--- config.mk ---
export PLATFORM = sky130hd
export DESIGN_NAME = lpht_queue
export DESIGN_NICKNAME = d
export VERILOG_FILES = /design/src/hdl/lpht_pkg.sv /design/src/hdl/lpht_queue.sv
export SDC_FILE = /design/constraint.sdc
export NUM_CORES = 1
export LEC_CHECK = 0
export BUFFER_PORTS_ARGS = -buffer_cell sky130_fd_sc_hd__buf_2
export CAP_MARGIN = 10
export CORE_MARGIN = 2
export CORE_UTILIZATION = 55
export CTS_BUF_LIST = sky130_fd_sc_hd__clkbuf_4
export DETAILED_ROUTE_END_ITERATION = 10
export MAX_ROUTING_LAYER = met4
export PLACE_DENSITY = 0.94
export SYNTH_ARGS = -nofsm -noshare
export SYNTH_HDL_FRONTEND = slang
export SYNTH_SLANG_ARGS = --single-unit
--- constraint.sdc ---
create_clock -name clk -period 5 [get_ports clk]
set_clock_uncertainty 0.2 [all_clocks]
set_input_delay 0 -clock clk [delete_from_list [all_inputs] [get_ports clk]]
set_output_delay 0 -clock clk [all_outputs]
set_load 0.03 [all_outputs]
--- src/hdl/lpht_pkg.sv ---
// Package for the linear probing hash table: item types, status and state codes.
// Used by every module of the block; depends on nothing else.
`timescale 1ns / 1ps
`default_nettype none

package lpht_pkg;

    localparam int DEFAULT_DEPTH = 1024;
    localparam int KEY_W         = 64;
    localparam int SCORE_W       = 32;
    localparam int COUNT_OUT_W   = 11;
    localparam int MOD_BITS      = 8;
    localparam int MOD_STEPS     = KEY_W / MOD_BITS;
    localparam int MOD_CNT_W     = $clog2(MOD_STEPS);
    // The queue depth must stay a power of two so the pointers wrap naturally.
    localparam int QUEUE_DEPTH   = 2;
    localparam int QPTR_W        = $clog2(QUEUE_DEPTH);

    typedef enum logic [1:0] {
        ST_FOUND    = 2'd0,
        ST_INSERTED = 2'd1,
        ST_FULL     = 2'd2
    } status_t;

    typedef struct packed {
        logic                      cmd;
        logic [KEY_W-1:0]          key;
        logic signed [SCORE_W-1:0] new_score;
    } in_item_t;

    typedef struct packed {
        status_t                   status;
        logic signed [SCORE_W-1:0] score_out;
        logic [COUNT_OUT_W-1:0]    entry_count;
    } out_item_t;

    typedef struct packed {
        logic                      valid;
        logic [KEY_W-1:0]          key;
        logic signed [SCORE_W-1:0] score;
    } entry_t;

    typedef enum logic [1:0] {
        FR_IDLE,
        FR_MOD,
        FR_PUSH
    } front_state_t;

    typedef enum logic [1:0] {
        BK_CLEAR,
        BK_IDLE,
        BK_PROBE,
        BK_DONE
    } back_state_t;

    localparam int ITEM_W = $bits(in_item_t);

endpackage

`default_nettype wire

--- src/hdl/lpht_queue.sv ---
// Short queue between the front end and the probe engine.
// Depends on lpht_pkg for its depth.
`timescale 1ns / 1ps
`default_nettype none

module lpht_queue #(
    parameter int DATA_W = 8
) (
    input  wire logic              clk,
    input  wire logic              rst_n,
    input  wire logic              push,
    input  wire logic [DATA_W-1:0] push_data,
    output logic                   full,
    input  wire logic              pop,
    output logic [DATA_W-1:0]      pop_data,
    output logic                   empty
);
    import lpht_pkg::*;

    logic [DATA_W-1:0] slot_reg [QUEUE_DEPTH];
    logic [QPTR_W-1:0] wr_ptr_reg, rd_ptr_reg;
    logic [QPTR_W:0]   fill_reg, fill_next;
    logic              do_push, do_pop;

    assign full     = fill_reg == (QPTR_W + 1)'(QUEUE_DEPTH);
    assign empty    = fill_reg == '0;
    assign do_push  = push && !full;
    assign do_pop   = pop && !empty;
    assign pop_data = slot_reg[rd_ptr_reg];

    always_comb
    begin
        fill_next = fill_reg;
        if (do_push && !do_pop)
        begin
            fill_next = fill_reg + 1'b1;
        end
        else if (do_pop && !do_push)
        begin
            fill_next = fill_reg - 1'b1;
        end
    end

    always_ff @(posedge clk or negedge rst_n)
    begin
        if (!rst_n)
        begin
            wr_ptr_reg <= '0;
            rd_ptr_reg <= '0;
            fill_reg   <= '0;
        end
        else
        begin
            fill_reg <= fill_next;
            if (do_push)
            begin
                wr_ptr_reg <= wr_ptr_reg + 1'b1;
            end
            if (do_pop)
            begin
                rd_ptr_reg <= rd_ptr_reg + 1'b1;
            end
        end
    end

    always_ff @(posedge clk)
    begin
        if (do_push)
        begin
            slot_reg[wr_ptr_reg] <= push_data;
        end
    end

endmodule

`default_nettype wire

# After elaboration in Yosys (flattened, before gate mapping)
# Memory sizes are Yosys's and may differ from the RTL's.
# Index checks and enable logic that the tools add are counted.
word_totals:
  memories: 1
  output_inout_bits: 10
  wordCells: 23
  reg_bits: 4
  romBits: 0
  ram_bits: 16
  inputBits: 12
  latch_bits: 0
mem_list:
  columns: ["name", "words", "word_bits", "read_ports", "rd_clocked_by_memory_dff", "wr", "line", "text"]
  rows:
  - ["slot_reg", 2, 8, 1, 0, 1, "lpht_queue.sv:20", "logic [DATA_W-1:0] slot_reg [QUEUE_DEPTH];"]
op_classes:
  magnitude_cmp: 0
  reduce_logical: 10
  n_shift: 0
  n_div: 0
  n_eq_ne: 1
  muxes: 4
  bitwise: 0
  multipliers: 0
  addsub: 4
op_table:
  columns: ["operator", "count"]
  rows:
  - ["$logic_and 1x1->1", 4]
  - ["$logic_not 1->1", 4]
  - ["$mux 2", 2]
  - ["$add 1x1->1 const B", 2]
  - ["$add 2x1->2 const B", 1]
  - ["$eq 2x2->1 const B", 1]
  - ["$logic_not 2->1", 1]
  - ["$mux 1", 2]
  - ["$reduce_bool 2->1", 1]
  - ["$sub 2x1->2 const B", 1]

# Logic depth before layout (Yosys ltp)
# Gate-level depths: netlist (run 1).
logic_depth:
  depth_word: 7
  mapped_depth: 7
  mapped_depth_nobuf: 7

# Worst setup path before layout (run 1)
# OpenSTA, ideal clock, no wires.
synth_timing:
  path_kind: "register to register"
  start: "register fill_reg[0]"
  end: "memory slot_reg[0][0] (enable)"
  path_stages_with_launch: 4
  t_arrival_ps: 1022
  setup_ps: 370
  n_path_buf: 0
  slack_ps: 3408
  required_time_ps: 4430
  period_less_slack_ps: 1592
  cell_sequence: "dfrtp_1 nand2b_1 nand2_2 nor2_1"
synth_between:
  elab_chain_len: 5
synth_lines:
  columns: ["element", "line", "text"]
  rows:
  - ["start, declared", "lpht_queue.sv:22", "logic [QPTR_W:0] fill_reg, fill_next;"]
  - ["start signal, assigned", "lpht_queue.sv:54", "fill_reg <= fill_next;"]
  - ["$eq 2x2->1", "lpht_queue.sv:25", "assign full = fill_reg == (QPTR_W + 1)'(QUEUE_DEPTH);"]
  - ["$logic_not 1->1", "lpht_queue.sv:27", "assign do_push = push && !full;"]
  - ["$logic_and 1x1->1", "lpht_queue.sv:27", null]
  - ["$mux 1", "lpht_queue.sv:68", "if (do_push)"]
  - ["$mux 1 (implied by the code)", "lpht_queue.sv:70", "slot_reg[wr_ptr_reg] <= push_data;"]
  - ["end, declared", "lpht_queue.sv:20", null]
# No other way between the ends.

# Worst setup path in the final report (run 1)
layout_timing:
  start: "register fill_reg[0]"
  end: "memory slot_reg[0][1] (enable)"
# Same word-level chain as after synthesis.

==> results of run 1 <==
==> kinds of logic after synthesis <==
group,after synthesis
buffers and inverters,3
and+or+nand+nor,6
AOI/OAI and AO/OA,1
xor gates and xnor gates,5
adders and majority gates,1
DFF,20
muxes,8
==> stage by stage <==
step	instances	hold WS (ps)	total power, uW	area, sq um	utilization [%]
after floorplan	44	-496	443	782	-
after global placement	79	-390	492	901	68.4
after detailed placement	79	-392	498	901	68.4
after CTS	95	215	585	1050	79.8
after global routing	95	206	617	1050	79.8
final	95	213	582	1050	79.8
==> per-layer routing <==
metal / wire (microns) / vias up / track usage, %
met5: 0 / - / -
met4: 42 / 0 / 13.5
met3: 53 / 5 / 3.91
met2: 613 / 14 / 27.2
met1: 514 / 212 / 19.3
li1: - / 231 / -
==> final cells by class <==
class | instances | area, sq um | share of cell area, %
Clock buffer | 4 | 30.0 | 2.86
Tap cell | 15 | 18.8 | 1.79
Inverter | 2 | 7.51 | 0.714
Sequential cell | 20 | 581 | 55.2
Multi-Input combinational cell | 21 | 189 | 18.0
Timing Repair Buffer | 33 | 225 | 21.4
==> power groups by stage <==
stage / Combinational (uW) / Sequential, uW / Clock (uW)
5_1_grt: 249 / 276 / 91.6
6_report: 231 / 269 / 81.9
4_1_cts: 233 / 270 / 81.8
3_3_place_gp: 222 / 270 / 0
2_1_floorplan: 189 / 254 / 0
3_5_place_dp: 225 / 273 / 0
==> placed cells by master, fill, tap and decap left out <==
cell	synthesis	final
dlygate4sd3_1	0	12
xnor2_2	1	1
and3_1	1	1
xor2_1	2	2
buf_2	1	21
nand2_2	1	1
mux2_2	2	2
nor2_1	3	3
edfxtp_1	16	16
dfrtp_1	4	4
inv_1	2	2
mux2_1	6	6
ha_1	1	1
nand2b_1	1	1
clkbuf_4	0	4
xnor2_1	2	2
o21ai_1	1	1
==> final timing paths <==
check / end / slack (ps) / cells past startpoint
worst max register to register: slot_reg[0][1] / 3240 / 3
worst min register to register: wr_ptr_reg / 330 / 1
worst min-delay path: slot_reg[1][4] / 210 / 2
worst max-delay path: slot_reg[0][1] / 3240 / 3
max in group asynchronous: wr_ptr_reg / 4030 / 3
min in group asynchronous: rd_ptr_reg / 400 / 3
==> repair_timing <==
| item | CTS | global route |
|---|---|---|
| hold buffers | 12 | 0 |
| hold endpoints to repair | 23 | 0 |
| endpoints found under the setup margin | 0 | 0 |
==> critical path, stage by stage, from the launching register on <==
cell and delay (ps):
dfrtp_1 440, nand2b_1 180, nand2_2 100, nor2_1 500
==> flow_summary_export.csv, run 1 <==
group,metric,value,unit
grt,grt_pass1_wl,2050,microns
synthesis,yosysMostFrequentCell,"edfxtp_1",
floorplan,coreArea,1320,sq um
power,pwr-share-seq,46.2,%
synthesis,synthArstFlopShare,20.0,%
sta,rsz0062_at_grt,"no",
power,switching_share,37.9,%
drt,drt-initial-drc-count,6,
clock_tree,numCtsBuffers,3,
synthesis,syn_inst,44,
layout,largest_reg_flops,16,
sta,hold_viol_final,0,
critical_path,critPathKind,"reg2reg",
sta,slew-limit-headroom,57.5,%
critical_path,critPathRequiredTime,4740,ps
clock_tree,post-cts-setup-buffers,0,
synthesis,synth_seq_area_share,74.2,%
synthesis,yosys.area_share.simple,3.84,%
power,p_leak,0.000443,uW
critical_path,endpoint_kind,"flop",
critical_path,crit_start,"fill_reg[0]",
drt,drc_errors,0,
critical_path,cp.arrival,1510,ps
grt,gr-usage-all-layers,17.5,%
floorplan,dieWidth,41.7,microns
sta,fin_crit_sh,35.3,%
layout,diodes,0,
layout,final_nets,94,
place,place_ws,3220,ps
power,power_density,554,nW/um^2
drt,dr.pass1.iters,3,
clock_tree,clk-insertion-delay-late,300,ps
synthesis,yosysTopAreaCellShare,61.4,%
sta,max_freq,567,MHz
power,p_comb_share,39.7,%
synthesis,synth-xor-area-share,6.56,%
critical_path,worstPathMaxFanout,8,
drt,vias,462,
power,switchingPower,221,uW
place,dp_hpwl,802,microns
grt,grt_pass1_vias,473,
power,power.internal,362,uW
clock_tree,cts_buffer_depth,2,
layout,drive_gt1_share,36.3,%
floorplan,start_util,59.4,%
synthesis,synth_top_family_by_area,"multiplexers",
power,power_frac_clock,14.1,%
min_path,hold_class,"in2reg",
synthesis,ys_ff_latch,20,
synthesis,synth_area_leaders,"edfxtp_1 61%, dfrtp_1 13%, mux2_1 8.6%",
floorplan,dieArea,1740,sq um
synthesis,yosys_warnings,0,
clock_tree,htreeDepth,1,
floorplan,die_y,41.7,microns
synthesis,synth_adder_area_share,1.60,%
drt,vias_per_cell,4.86,
layout,area_growth,34.4,%
critical_path,start_kind,"flop",
sta,setup_tns,0,ps
sta,setup_ws,3240,ps
sta,setup_viol_count_final,0,
place,gp_congestion,0.636,
synthesis,synth_compound_area_share,0.640,%
clock_tree,clk_pin_slew,100,ps
synthesis,yosys.area.top_type,"edfxtp_1",
synthesis,synth_nets,57,
clock_tree,ctsResizeCount,0,
grt,grt_start_max_net_pins,12,
synthesis,avgSynthCellArea,17.8,sq um
critical_path,r2r_start,"fill_reg[0]",
synthesis,yosys-mux-area-fraction,11.5,%
sta,tightest_slew,636,ps
synthesis,syn_area,782,sq um
floorplan,io_pins,22,
clock_tree,cts_sinks,20,
grt,overflow,0,
place,portBuffers,21,
clock_tree,cts_root_buf,"clkbuf_4",
grt,grt_antenna_before_repair,0,
outcome,outcome,"complete, no violations",
sta,min_period,1760,ps
drt,route.antenna.remaining_nets,0,
synthesis,ys_types,15,
clock_tree,cts_tree,"done",
power,peakVddDrop,0.000359,V
synthesis,yosys_most_used_dff,"edfxtp_1",
min_path,hp-start,"push_data[4]",
synthesis,synth_edf_count,16,
drt,routedWlPerCell,12.9,microns
floorplan,rows,13,
drt,wl,1220,microns
layout,nFillCells,75,
sta,slew_viol_final,0,
flow_run,cap_viol_max_count,0,
synthesis,synth_common_cells,"16 x edfxtp_1, 6 x mux2_1, 4 x dfrtp_1",
Note: power is estimated with default switching activity, not from simulation.
==> run 2: changes to the inputs <==
- ABC_AREA: not set -> 1
- CORE_UTILIZATION: 55 -> 47
- PLACE_DENSITY: 0.94 -> 0.86
- clock period: 5 -> 1.5 ns (I/O delays scaled with it)
==> run 2 against run 1 <==
The run now ends with setup timing left. Setup slack got worse by 3300 ps. First-iteration DRC count is 67% higher. Sequential share of layout area decreased by 5.6 points. Non-clock buffer count increased by 4. Cell area increased by 12%. Critical path depth grew 4. Clock power grew to 3.2 times the previous value. Total power grew to 4.0 times the previous value.
==> flow_summary_export.csv, run 2 <==
group,metric,value,unit
critical_path,cp.arrival,1570,ps
power,p_comb_share,50.4,%
clock_tree,cts_sinks,20,
drt,vias_per_cell,5.25,
critical_path,slowest_delay,460,ps
synthesis,syn_inst,73,
place,gp_congestion,0.883,
layout,diodes,0,
clock_tree,clk_pin_slew,110,ps
synthesis,ys_types,14,
power,peakVddDrop,0.00118,V
layout,final_cells,129,
clock_tree,cts_root_buf,"clkbuf_4",
critical_path,crit_family,"flip-flops",
sta,min_period,1530,ps
grt,grt_start_max_net_pins,12,
critical_path,worstPathCellList,"inv_2, nor2_4, nor2_4, ha_4, inv_2, nand4_1, nand2_1",
critical_path,cp.buffers_inverters,2,
layout,regArea,584,sq um
synthesis,synth_edf_count,16,
clock_tree,clk-insertion-delay-late,300,ps
drt,route.antenna.remaining_nets,0,
outcome,outcome,"complete, but fails checks",
power,switchingPower,1050,uW
layout,area_growth,45.3,%
grt,grt_pass1_vias,583,
place,place_ws,-129,ps
sta,rsz0062_at_grt,"yes",
grt,grt_pass1_wl,2550,microns
layout,multiInputGateArea,243,sq um
power,pwr-share-seq,38.4,%
critical_path,critPathKind,"reg2reg",
synthesis,synth_area_leaders,"edfxtp_1 59%, nand2_1 15%, dfrtp_1 12%",
critical_path,crit_slowest_cell,"dfrtp_2",
clock_tree,cts_tree,"done",
sta,setup_ws,-30.0,ps
floorplan,io_pins,22,
layout,drive_gt1_share,38.1,%
place,portBuffers,21,
synthesis,yosysMostFrequentCell,"nand2_1",
synthesis,synthArstFlopShare,20.0,%
flow_run,cap_viol_max_count,0,
layout,layout_common_cells,"32 x nand2_1, 21 x buf_2, 16 x edfxtp_1",
outcome,violations,"setup timing",
sta,fin_crit_sh,102,%
sta,slew_viol_final,0,
clock_tree,htreeDepth,1,
place,dp_cells,110,
sta,slew-limit-headroom,80.0,%
floorplan,die_y,45.5,microns
layout,nFillCells,95,
drt,dr.pass1.iters,4,
power,p_leak,0.000534,uW
critical_path,critPathRequiredTime,1540,ps
min_path,hold_class,"in2reg",
power,switching_share,44.6,%
sta,setup_viol_count_final,1,
critical_path,endpoint_kind,"flop",
synthesis,yosys.area.top_type,"edfxtp_1",
synthesis,synth_nets,86,
clock_tree,cts_buffer_depth,2,
floorplan,dieWidth,45.5,microns
grt,overflow,0,
grt,grt_antenna_before_repair,0,
drt,drt-initial-drc-count,10,
sta,tightest_slew,299,ps
power,power_frac_clock,11.2,%
drt,vias,677,
grt,gr-usage-all-layers,18.7,%
critical_path,worstPathMaxFanout,4,
layout,final_nets,127,
floorplan,coreArea,1560,sq um
floorplan,dieArea,2070,sq um
layout,postLayoutCoreUtil,75.4,%
synthesis,yosysTopAreaCellShare,59.4,%
drt,drc_errors,0,
layout,mostFrequentLayoutCell,"nand2_1",
clock_tree,numCtsBuffers,3,
floorplan,rows,14,
power,power.internal,1300,uW
critical_path,start_kind,"flop",
synthesis,synth_common_cells,"33 x nand2_1, 16 x edfxtp_1, 7 x inv_1",
floorplan,start_util,51.9,%
synthesis,ys_ff_latch,20,
layout,largest_reg_flops,16,
synthesis,syn_area,810,sq um
power,power_density,2000,nW/um^2
synthesis,synth_seq_area_share,71.7,%
sta,max_freq,654,MHz
synthesis,avgSynthCellArea,11.1,sq um
synthesis,yosys_most_used_dff,"edfxtp_1",
drt,wl,1770,microns
drt,routedWlPerCell,13.8,microns
place,dp_hpwl,1070,microns
sta,hold_viol_final,0,
synthesis,yosys_warnings,0,
-- run 2: cell types whose count changed in the layout (fill, tap and decap cells not counted), sizes merged, moves of 2 or more --
cell / delta
xnor2: -2
nand2: +32
buf: +4
xor2: -2
inv: +6
mux2: -8
-- run 2: what timing repair did --
action | 4_1_cts | 5_1_grt
endpoints found under the hold margin | 22 | 0
gates resized for setup | 4 | 12
setup buffers | 0 | 3
hold buffers | 12 | 0
pin swaps | 0 | 6
setup endpoints to repair | 26 | 20
-- run 2: per-layer routing --
layer  share of wire, %  track usage (%)  vias to the layer above
met5                  0                -                        -
li1                   -                -                      319
met4                5.1             10.6                        0
met1                 39             22.4                      315
met2                 52             29.9                       28
met3                4.2             2.78                       15
-- run 2: final cells by class --
cell class / count / share of cell area (%)
sequential: 20 / 49.7
timing repair buffer: 37 / 22.8
clock buffer: 3 / 1.91
multi-input combinational: 44 / 20.6
tap: 16 / 1.70
inverter: 8 / 2.98
clock inverter: 1 / 0.319
-- run 2: worst paths after layout --
check / start / to / slack (ps) / depth (start not counted)
max: fill_reg[1] / fill_reg[1] / -30 / 7
min: push_data[3] / slot_reg[0][3] / 220 / 2
max reg2reg: fill_reg[1] / fill_reg[1] / -30 / 7
min reg2reg: wr_ptr_reg / wr_ptr_reg / 310 / 2
max in group asynchronous: rst_n / rd_ptr_reg / 520 / 3
min in group asynchronous: rst_n / fill_reg[0] / 380 / 3
-- run 2: stage by stage --
stage               power [uW]  TNS (ps)  instance area, sq um  hold WS (ps)
finish                    2350     -30.0                  1180           216
floorplan                 1550     -44.6                   818          -496
detailed placement        1830     -1220                   946          -385
CTS                       2120     -46.3                  1100           206
global placement          1770     -27.3                   946          -388
global route              2460      -286                  1180           220
-- run 2: logic make-up after synthesis --
kind of cell | share of synthesized area (%)
AO/OA/AOI/OAI | 1.24
flip-flops | 71.7
AND/OR/NAND/NOR | 20.1
adder cells (fa/ha/maj) | 1.55
buffers and inverters | 4.33
XOR/XNOR | 1.08
-- run 2: worst register-to-register path: stages, from the launching register on --
cell and delay [ps]:
dfrtp_2 460, inv_2 110, nor2_4 50, nor2_4 150, ha_4 230, inv_2 70
nand4_1 110, nand2_1 90
-- run 2: power by group through the flow --
stage	Clock, uW	Sequential (uW)	Combinational (uW)
6_report	262	902	1180
5_1_grt	288	916	1260
4_1_cts	262	887	969
3_5_place_dp	0	897	928
3_3_place_gp	0	886	888
2_1_floorplan	0	847	698
