**config.mk**
```make
export PLATFORM = sky130hd
export DESIGN_NAME = lpht_front
export DESIGN_NICKNAME = d
export VERILOG_FILES = /design/src/hdl/lpht_pkg.sv /design/src/hdl/lpht_front.sv
export SDC_FILE = /design/constraint.sdc
export NUM_CORES = 1
export LEC_CHECK = 0
export BUFFER_PORTS_ARGS = -buffer_cell sky130_fd_sc_hd__buf_2
export CAP_MARGIN = 10
export CORE_UTILIZATION = 37
export DETAILED_ROUTE_END_ITERATION = 8
export GPL_TIMING_DRIVEN = 0
export PLACE_DENSITY = 0.8
export REMOVE_ABC_BUFFERS = 1
export SETUP_SLACK_MARGIN = 0.4
export SLEW_MARGIN = 20
export SYNTH_ARGS = -nofsm -noshare
export SYNTH_HDL_FRONTEND = slang
export SYNTH_SLANG_ARGS = --single-unit
```
**constraint.sdc**
```tcl
create_clock -name clk -period 4.5 [get_ports clk]
set_input_delay 0.675 -clock clk [delete_from_list [all_inputs] [get_ports clk]]
set_output_delay 0.675 -clock clk [all_outputs]
set_load 0.01 [all_outputs]
```
**src/hdl/lpht_pkg.sv**
```systemverilog
// Package for the linear probing hash table: item types, status and state codes.
// Used by every module of the block; depends on nothing else.
`timescale 1ns / 1ps
`default_nettype none

package lpht_pkg;

    localparam int DEFAULT_DEPTH = 1024;
    localparam int KEY_W         = 64;
    localparam int SCORE_W       = 32;
    localparam int COUNT_OUT_W   = 11;
    localparam int MOD_BITS      = 8;
    localparam int MOD_STEPS     = KEY_W / MOD_BITS;
    localparam int MOD_CNT_W     = $clog2(MOD_STEPS);
    // The queue depth must stay a power of two so the pointers wrap naturally.
    localparam int QUEUE_DEPTH   = 2;
    localparam int QPTR_W        = $clog2(QUEUE_DEPTH);

    typedef enum logic [1:0] {
        ST_FOUND    = 2'd0,
        ST_INSERTED = 2'd1,
        ST_FULL     = 2'd2
    } status_t;

    typedef struct packed {
        logic                      cmd;
        logic [KEY_W-1:0]          key;
        logic signed [SCORE_W-1:0] new_score;
    } in_item_t;

    typedef struct packed {
        status_t                   status;
        logic signed [SCORE_W-1:0] score_out;
        logic [COUNT_OUT_W-1:0]    entry_count;
    } out_item_t;

    typedef struct packed {
        logic                      valid;
        logic [KEY_W-1:0]          key;
        logic signed [SCORE_W-1:0] score;
    } entry_t;

    typedef enum logic [1:0] {
        FR_IDLE,
        FR_MOD,
        FR_PUSH
    } front_state_t;

    typedef enum logic [1:0] {
        BK_CLEAR,
        BK_IDLE,
        BK_PROBE,
        BK_DONE
    } back_state_t;

    localparam int ITEM_W = $bits(in_item_t);

endpackage

`default_nettype wire

```
**src/hdl/lpht_front.sv**
```systemverilog
// Front end: takes an item and works out its home slot, the key modulo the depth.
// Depends on lpht_pkg.
`timescale 1ns / 1ps
`default_nettype none

module lpht_front #(
    parameter int TABLE_DEPTH = lpht_pkg::DEFAULT_DEPTH
) (
    input  wire logic                              clk,
    input  wire logic                              rst_n,
    input  wire logic                              enable,
    input  wire logic                              req_valid,
    output logic                                   req_stall,
    input  wire lpht_pkg::in_item_t                req,
    output logic                                   push_valid,
    input  wire logic                              push_full,
    output logic [lpht_pkg::ITEM_W+$clog2(TABLE_DEPTH)-1:0] push_data
);
    import lpht_pkg::*;

    localparam int IDX_W = $clog2(TABLE_DEPTH);
    localparam bit DEPTH_POW2 = (TABLE_DEPTH & (TABLE_DEPTH - 1)) == 0;
    localparam logic [IDX_W:0] DEPTH_C = (IDX_W + 1)'(TABLE_DEPTH);

    front_state_t           state_reg, state_next;
    in_item_t               item_reg, item_next;
    logic [KEY_W-1:0]       shift_reg, shift_next;
    logic [IDX_W:0]         rem_reg, rem_next;
    logic [MOD_CNT_W-1:0]   step_reg, step_next;
    logic [IDX_W:0]         rem_step;
    logic [IDX_W-1:0]       home;

    always_comb
    begin
        rem_step = rem_reg;
        for (int j = 0; j < MOD_BITS; j++)
        begin
            rem_step = {rem_step[IDX_W-1:0], shift_reg[KEY_W-1-j]};
            if (rem_step >= DEPTH_C)
            begin
                rem_step = rem_step - DEPTH_C;
            end
        end
    end

    assign home = DEPTH_POW2 ? item_reg.key[IDX_W-1:0] : rem_reg[IDX_W-1:0];
    assign push_data = {item_reg, home};

    always_ff @(posedge clk or negedge rst_n)
    begin
        if (!rst_n)
        begin
            state_reg <= FR_IDLE;
            step_reg  <= '0;
        end
        else
        begin
            state_reg <= state_next;
            step_reg  <= step_next;
        end
    end

    always_ff @(posedge clk)
    begin
        item_reg  <= item_next;
        shift_reg <= shift_next;
        rem_reg   <= rem_next;
    end

    always_comb
    begin
        state_next = state_reg;
        item_next  = item_reg;
        shift_next = shift_reg;
        rem_next   = rem_reg;
        step_next  = step_reg;
        push_valid = 1'b0;
        req_stall  = (state_reg != FR_IDLE) || !enable;
        unique case (state_reg)
            FR_IDLE:
            begin
                if (req_valid && enable)
                begin
                    item_next  = req;
                    shift_next = req.key;
                    rem_next   = '0;
                    step_next  = '0;
                    state_next = DEPTH_POW2 ? FR_PUSH : FR_MOD;
                end
            end
            FR_MOD:
            begin
                rem_next   = rem_step;
                shift_next = shift_reg << MOD_BITS;
                step_next  = step_reg + 1'b1;
                if (step_reg == MOD_CNT_W'(MOD_STEPS - 1))
                begin
                    state_next = FR_PUSH;
                end
            end
            FR_PUSH:
            begin
                push_valid = 1'b1;
                if (!push_full)
                begin
                    state_next = FR_IDLE;
                end
            end
            default:
            begin
                state_next = FR_IDLE;
            end
        endcase
    end

endmodule

`default_nettype wire

```
### Word-level counts from Yosys, hierarchy flattened

Cells that the tools add are included.

* register bits after elaboration: 102
* word-level logic and storage cells: 28

* add/subtract/negate cells: 1
* equal/unequal tests: 6
* muxes and demuxes: 7
* reductions and logical operators: 9

Operators with widths (number)
* 2-bit 2-to-1 mux: 3
* 2-bit != test (second input constant): 3
* 2-bit one-hot mux with 3 select lines: 1
* 3-bit one-hot mux with 2 select lines: 1
* 2-bit AND reduction: 2
* 2-bit nonzero test: 2
* 3-bit by 1-bit adder with 3-bit output (second input constant): 1
* 3-bit == test (second input constant): 1
* 3-bit 2-to-1 mux: 1
* 3-bit AND reduction: 1
* 2-bit by 1-bit == test with 1-bit output (second input constant): 1
* 2-bit == test (second input constant): 1
* 2-bit logical NOT: 1
* 1-bit logical AND: 1
* 1-bit logical NOT: 1
* 1-bit logical OR: 1
* 1-bit 2-to-1 mux: 1

### Logic depth before layout (Yosys ltp)

Gate-level depths: netlist (run 1).

* depth in word-level cells: 3
* gate-level depth with buffers: 2
* mapped depth without buffers: 2

### Worst setup path before layout (run 1)

Ideal clock, no wire load.

* path type: input port to flip-flop
* start: input port req_valid
* end: register item_reg, in the netlist push_data[0], enable pin
* setup time: 0.555 ns
* arrival time: 4.795 ns
* required time: 3.945 ns
* slack: -0.849 ns
* cell stages on the path: 2
* cell sequence: nand2_1 nor2_1

* cells in the longest elaborated chain, start to end: 2

RTL lines
* start: declaration: RTL line lpht_front.sv:12 `input wire logic req_valid,`
* 1-bit logical AND: RTL line lpht_front.sv:82 `if (req_valid && enable)`
* 2-bit AND reduction (no line)
* end signal: assignment: RTL line lpht_front.sv:65 `item_reg <= item_next;`
* end: declaration: RTL line lpht_front.sv:26 `in_item_t item_reg, item_next;`

Every way passes these cells.
A chain may end at the register's enable or synchronous reset.

### Final worst setup path (run 1)

* start: register state_reg[1]
* end: output port req_stall

* cells in the longest elaborated chain, start to end: 2

RTL lines
* start: declaration: RTL line lpht_front.sv:25 `front_state_t state_reg, state_next;`
* start signal: assignment: RTL line lpht_front.sv:58 `state_reg <= state_next;`
* 2-bit nonzero test: RTL line lpht_front.sv:78 `req_stall = (state_reg != FR_IDLE) || !enable;`
* 1-bit logical OR: RTL line lpht_front.sv:78
* end: declaration: RTL line lpht_front.sv:13 `output logic req_stall,`

Every way passes these cells.

==> results.txt, run 1 <==
- Along the worst path, the maximum fanout reaches 5.
- From bottom edge to top edge, the die measures 92.58 um.
* Placement Rows: 32
- Total Die Area: approximately 0.0086 mm2
- Flip-flop count of the largest register, all copies and words added: 97
- Total overflow reported by the global router: 0
- Final clock skew: between 0.01 and 0.015 ns
* Aggregate routed wire length: 6487 um
* Cell area after synthesis: between 0.003 and 0.004 mm2
- In the final routed layout, each cell accounts on average for 14.95 um.
- Ant diodes: 0
* FF+latch count, synth: between 90 and 100
* Post-synthesis cell count: 113
* Die boundary width: a little over 90 um
* Area after detailed placement: about 0.0042 mm2
* Min-Delay Path Class: in2async
* Count of nets left with antenna violations after detail routing: 0
- Of all cell types, the one taking the most synthesized area is sky130_fd_sc_hd__edfxtp_1.
- At the end of the flow the core is filled with cells to 0.5615.
- Setup repair after global routing left no endpoint under its margin.
* Final weighted congestion in routability-driven placement: about 0.71
* # nets final: approximately 430
- Pin slew with the least headroom to its limit: approximately 0.59 ns
* Number of top-level pins: 211
* Hold-fix buffers, CTS: 0
* Power density cells: 398.3 mW/mm2
- Fraction of layout cells with a size suffix above 1: 0.6867
* Mean post-synth cell area: approximately 27 um2
* Via density: about 4.3
- Element type at the critical path end: output port
- Highest-count cells in the layout ignoring fill and taps: 210 x sky130_fd_sc_hd__buf_2, 97 x sky130_fd_sc_hd__edfxtp_1, 9 x sky130_fd_sc_hd__clkbuf_8
- By area the synthesized netlist is led by sky130_fd_sc_hd__edfxtp_1 96%, sky130_fd_sc_hd__buf_4 2.5%, sky130_fd_sc_hd__dfrtp_1 0.82%, sky130_fd_sc_hd__nand2_1 0.25%, sky130_fd_sc_hd__nand2b_1 0.21%.
* Vias after detailed routing: 1,849
- STA classifies the critical path startpoint as a register.
- The first detailed-routing pass ran for 4 iterations.
* Number of antenna violations at the first check in global routing: 0
- Setup violations remaining at the end of the flow were counted as 0.
- Clock slew at reported path FFs: about 0.10 ns
- In the routed design, unresolved DRC markers number 0.
* Global-route wire length before repair: roughly 9300 um
- Worst EP arrival: around 1.1 ns
- Final instance area: between 0.004 and 0.005 mm2
- The region available for standard cell placement spans around 0.008 mm2.
- Pin count of the biggest net entering global routing: 31
- Of the available clock period, the critical path in the final layout requires 0.3949.
- The worst path meets setup with roughly 2.7 ns of slack.
- For the worst-skew pair, the clock arrives at the later sink with an insertion delay of around 0.35 ns.
* Number of violations reported at the end of detailed-routing iteration 0: 65
* Commonest non-fill, non-tap cell in the layout: sky130_fd_sc_hd__buf_2
* Static Leak: approximately 0.0019 uW
* Effective utilization at floorplan: 0.3868
- STA puts the critical path data required time at 3.83 ns.
* Storage element area: about 0.0029 mm2
* Yosys synthesis warning count: 0
- Derived from the worst setup path, the maximum achievable clock frequency is 562.7 MHz.
- Across every metal layer, demand over resource in global routing totals 0.1503.
* Finished Layout Cells: 434
- The worst pin sits at a relative slew slack of 0.6054.
* Master cell of the clock root buffer: sky130_fd_sc_hd__clkbuf_8
* H-tree lvl count: 3
- Post-synth top area share: 0.9596
* Final max-slew violation count: 0
- The tool flagged a number of max-cap violations equal to 0.
- Summing all multi-input logic gate instances after layout gives 30.03 um2.
- Gates resized during post-CTS repair numbered 0.
- Before CTS, the worst setup slack after placement is 2.364 ns.
* Run status: completed
- Total negative slack: 0 ns
- The count of buffers added on input and output ports is 210.
- After detailed placement, the design holds a cell count of 418.
* Clock Tree Buf Depth: 2
* Worst Setup Path Type: reg2out
* Part of the Yosys area used for sequential elements: 0.9678
* Number of buffers inserted during clock tree synthesis: 9
- Filler cell count in the final layout: 656
- From synthesis to final layout, the design area changed by 45.18%.
* Post-CTS setup buffer count: 0
- TritonCTS built the clock tree.
- Final min period: 1.777 ns
- Once detailed placement completed, the half-perimeter wirelength came to around 5100 um.
* Via count of the first global-routing pass: between 1,500 and 2,000
- Synth unique cells: 7
- The clock drives roughly 100 sinks.
* Count of endpoints failing hold in the final timing report: 0
* VDD IR max: roughly 0.23 mV
-- cell usage after synthesis, drive strengths merged --
master / number
edfxtp: 97
buf: 10
nand2: 2
dfrtp: 1
nand2b: 1
nor2: 1
o21ai: 1
-- routing by layer --
layer,GRT usage,up-vias,routed length [um]
met2,0.2580,122,3304
met4,0.07552,0,129
met3,0.04023,11,639
met5,0,-,0
met1,0.1729,856,2414
li1,-,860,-
-- cell type report --
| cell class | count | area share |
|---|---|---|
| tap | 102 | 0.02896 |
| clock inverter | 6 | 0.01476 |
| timing repair buffer | 213 | 0.2538 |
| sequential | 98 | 0.6667 |
| multi-input combinational | 5 | 0.006814 |
| clock buffer | 10 | 0.02896 |
-- per-stage QoR --
step,total power (uW),hold WS (ns)
detailed placement,1227,0.4552
CTS,1782,0.06023
finish,1755,0.08149
floorplan,1133,0.3794
global placement,1220,0.4513
global route,1823,0.06236
-- kinds of logic (layout without fill, tap and decap cells) --
| group | after synthesis | after routing | synth area share |
|---|---|---|---|
| buf+inv | 10 | 229 | 0.02473 |
| simple gates | 4 | 4 | 0.005772 |
| compound gates | 1 | 1 | 0.001647 |
| flops | 98 | 98 | 0.9678 |
-- power breakdown --
group          leakage (uW)  switching [uW]  internal (uW)
registers          0.000911            11.0           1050
clock network     0.0000987             293            260
logic              0.000866            72.8           66.0
total               0.00188             377           1380
-- critical path, cell delays in order, from the launching register on --
cell,delay (ns)
sky130_fd_sc_hd__dfrtp_1,0.45
sky130_fd_sc_hd__nand2b_1,0.17
sky130_fd_sc_hd__buf_2,0.14
-- path summary, 6_finish.rpt --
kind | startpoint | endpoint | slack [ns] | depth (start not counted)
min in group clk | req[86] | push_data[96] | 0.50 | 1
max in group asynchronous | rst_n | state_reg[1] | 4.33 | 1
min reg2reg | state_reg[1] | state_reg[1] | 0.59 | 1
max reg2reg | state_reg[1] | push_data[95] | 2.77 | 3
min | rst_n | state_reg[1] | 0.08 | 1
max | state_reg[1] | req_stall | 2.72 | 2
Power figures use the tool's default switching activity.
==> inputs of run 2 (changes only) <==
==> constraint.sdc (replaced) <==
create_clock -name clk -period 1.6 [get_ports clk]
set_input_delay 0.24 -clock clk [delete_from_list [all_inputs] [get_ports clk]]
set_output_delay 0.24 -clock clk [all_outputs]
set_load 0.01 [all_outputs]
==> run 2 against run 1 <==
Effect of this change: core utilization is 3.9 points higher; clock skew is 0.00092 ns lower; die area stayed put; critical path type is now reg2reg; power grew to 2.9 times the previous value; final area is 7.0% higher; global-route usage is 1.0 points higher; worst setup slack worse by 2.4 ns.
==> results.txt, run 2 (synthesis results as in run 1) <==
- The count of nets left with antenna violations once routing finished came out at 0.
- The critical path goes through nor2_4 > clkbuf_16 > buf_12 > clkbuf_16.
* Number of violations reported at the end of detailed-routing iteration 0: 31
- Pin slew with the least headroom to its limit: 0.1452 ns
* Core area: roughly 0.0078 mm2
- The final layout contains around 450 nets.
* Final max-slew violation count: 0
- Master cell of the clock root buffer: sky130_fd_sc_hd__clkbuf_8
- Total Die Area: around 0.0086 mm2
- Power spent charging and discharging nets: around 1100 uW
* Most common cell type on the critical path: sky130_fd_sc_hd__clkbuf_16
* Final Cycle Share: 0.8156
- The floorplan has 32 rows.
* Highest-count cells in the layout ignoring fill and taps: 209 x sky130_fd_sc_hd__buf_2, 97 x sky130_fd_sc_hd__edfxtp_1, 9 x sky130_fd_sc_hd__clkbuf_8
- The worst-case IR drop observed on VDD is around 0.65 mV.
- Global-route usage over all layers: 0.1605
- Of the cells placed in the final design, the portion with a size suffix greater than 1 is 0.7040.
- For the final database, setup skew stands at 0.01169 ns.
* Startpoint kind of the worst setup timing path: register
* Combinational fraction of design power: 0.100
- Crit path max-delay cell type: sky130_fd_sc_hd__dfrtp_2
- The first detailed-routing pass ran for 4 iterations.
- Commonest non-fill, non-tap cell in the layout: sky130_fd_sc_hd__buf_2
- Across all layers, the routed design uses roughly 1,900 vias.
- The final number of hold-violating endpoints is 0.
- Of the total power, the clock network draws 0.307.
- Effective utilization at floorplan: 0.3868
- Clock slew at reported path FFs: about 0.090 ns
* Element type at the critical path end: register
* Static Leak: a little over 0.002 uW
* Clock Tree Buf Depth: 2
- Number of sinks driven by the clock tree: between 90 and 100
- Required time of the critical path: between 1.5 and 2 ns
- Via count of the first global-routing pass: 1,973
- Slew headroom: 0.9030
* Die boundary width: 92.58 um
* Number of top-level pins: 211
- Placed wire-length estimate after detailed placement: slightly above 5000 um
* Number of antenna violations at the first check in global routing: 0
- Flip-flop count of the largest register, all copies and words added: between 90 and 100
* Achievable frequency: 766.3 MHz
- Clock latency on the worst-skew pair, taken at its later pin, is 0.34 ns.
- Routed wirelength normalized by instance count: about 16 um
- Count of maximum capacitance violations: 0
* Sequential share of power: 0.593
* Minimum hold slack: 0.06244 ns
* Run status: completed
- From bottom edge to top edge, the die measures 92.58 um.
* Pin count of the biggest net entering global routing: 17
- Total overflow reported by the global router: 0
- At the end of routability-driven placement, the weighted congestion stood at slightly above 0.7.
* Proportion of total power due to net switching: 0.2139
- Power density cells: roughly 1100 mW/mm2
* Aggregate routed wire length: 7010 um
- Highest net fanout along the worst path: 7
- Internal power: about 4000 uW
- Worst Setup Path Type: reg2reg
* Dominant delay contributor by cell family on the critical path: flip-flops
- Using the TritonRoute via totals, the vias-per-cell ratio works out to ~4.3.
- Min-Delay Path Class: in2reg
- H-tree lvl count: 3
* Total negative slack: 0 ns
- The count of buffers added on input and output ports is 210.
* Max incr delay on CP: ~0.45 ns
- Ant diodes: 0
* Setup repair after global routing missed its margin: true
- Pwr Total: about 5000 uW
* Final min period: approximately 1.3 ns
* Global-route wire length before repair: 9894 um
- Buffers inserted during clock tree synthesis total 9.
* Number of remaining DRC errors: 0
- TritonCTS built the clock tree.
- Synthesis-to-finish area growth: 55.28%
* Finish-stage setup viols: 0
* Buf/Inv on CP: 3
- At the worst endpoint, the arrival time is 1.37 ns.
-- run 2: worst register-to-register path, stage by stage (launching register included) --
cell	delay, ns
sky130_fd_sc_hd__dfrtp_2	0.45
sky130_fd_sc_hd__nor2_4	0.15
sky130_fd_sc_hd__clkbuf_16	0.17
sky130_fd_sc_hd__buf_12	0.12
sky130_fd_sc_hd__clkbuf_16	0.14
-- run 2: path summary, 6_finish.rpt --
| path | from | to | slack (ns) | cells after the start |
|---|---|---|---|---|
| worst max register to register | state_reg[1] | push_data[76] | 0.30 | 4 |
| min in group asynchronous | rst_n | state_reg[1] | 0.18 | 2 |
| worst min-delay path | req[86] | push_data[96] | 0.06 | 1 |
| max in group asynchronous | rst_n | state_reg[1] | 1.32 | 2 |
| worst min register to register | state_reg[1] | state_reg[1] | 0.64 | 2 |
| worst max-delay path | state_reg[1] | push_data[76] | 0.30 | 4 |
-- run 2: power by group through the flow --
stage          Combinational (uW)  Clock, uW  Sequential (uW)
2_1_floorplan                47.9          0             3140
3_3_place_gp                  359          0             3070
3_5_place_dp                  398          0             3050
4_1_cts                       488       1620             2990
5_1_grt                       539       1700             3000
6_report                      505       1550             2990
-- run 2: timing repair --
action,4_1_cts,5_1_grt
hold buffers,1,0
cloned,4,2
endpoints found under the hold margin,1,0
setup endpoints to repair,99,94
pin swaps,1,0
setup buffers,7,2
gates resized for setup,12,1
-- run 2: metrics by stage --
step | area (um2) | util | std cells | setup slack [ns]
after floorplan | 2960 | - | 103 | -3.459
after global placement | 4139 | 0.5274 | 415 | -4.621
after detailed placement | 4214 | 0.5370 | 418 | -0.1435
after CTS | 4638 | 0.5910 | 446 | 0.2753
after global routing | 4713 | 0.6006 | 450 | 0.2616
final | 4713 | 0.6006 | 450 | 0.2950
-- run 2: final cells by class --
type | instances | area (um2)
clock buffer | 10 | 127.6
tap | 102 | 127.6
multi-input combinational | 5 | 37.54
clock inverter | 6 | 65.06
sequential | 98 | 2939
timing repair buffer | 229 | 1416
fill | 627 | 3134
-- run 2: layer usage --
metal / wire (um) / GRT usage / up-vias
li1: - / - / 898
met1: 2615 / 0.1807 / 892
met2: 3628 / 0.2827 / 120
met3: 636 / 0.04269 / 11
met4: 129 / 0.07552 / 0
met5: 0 / 0 / -
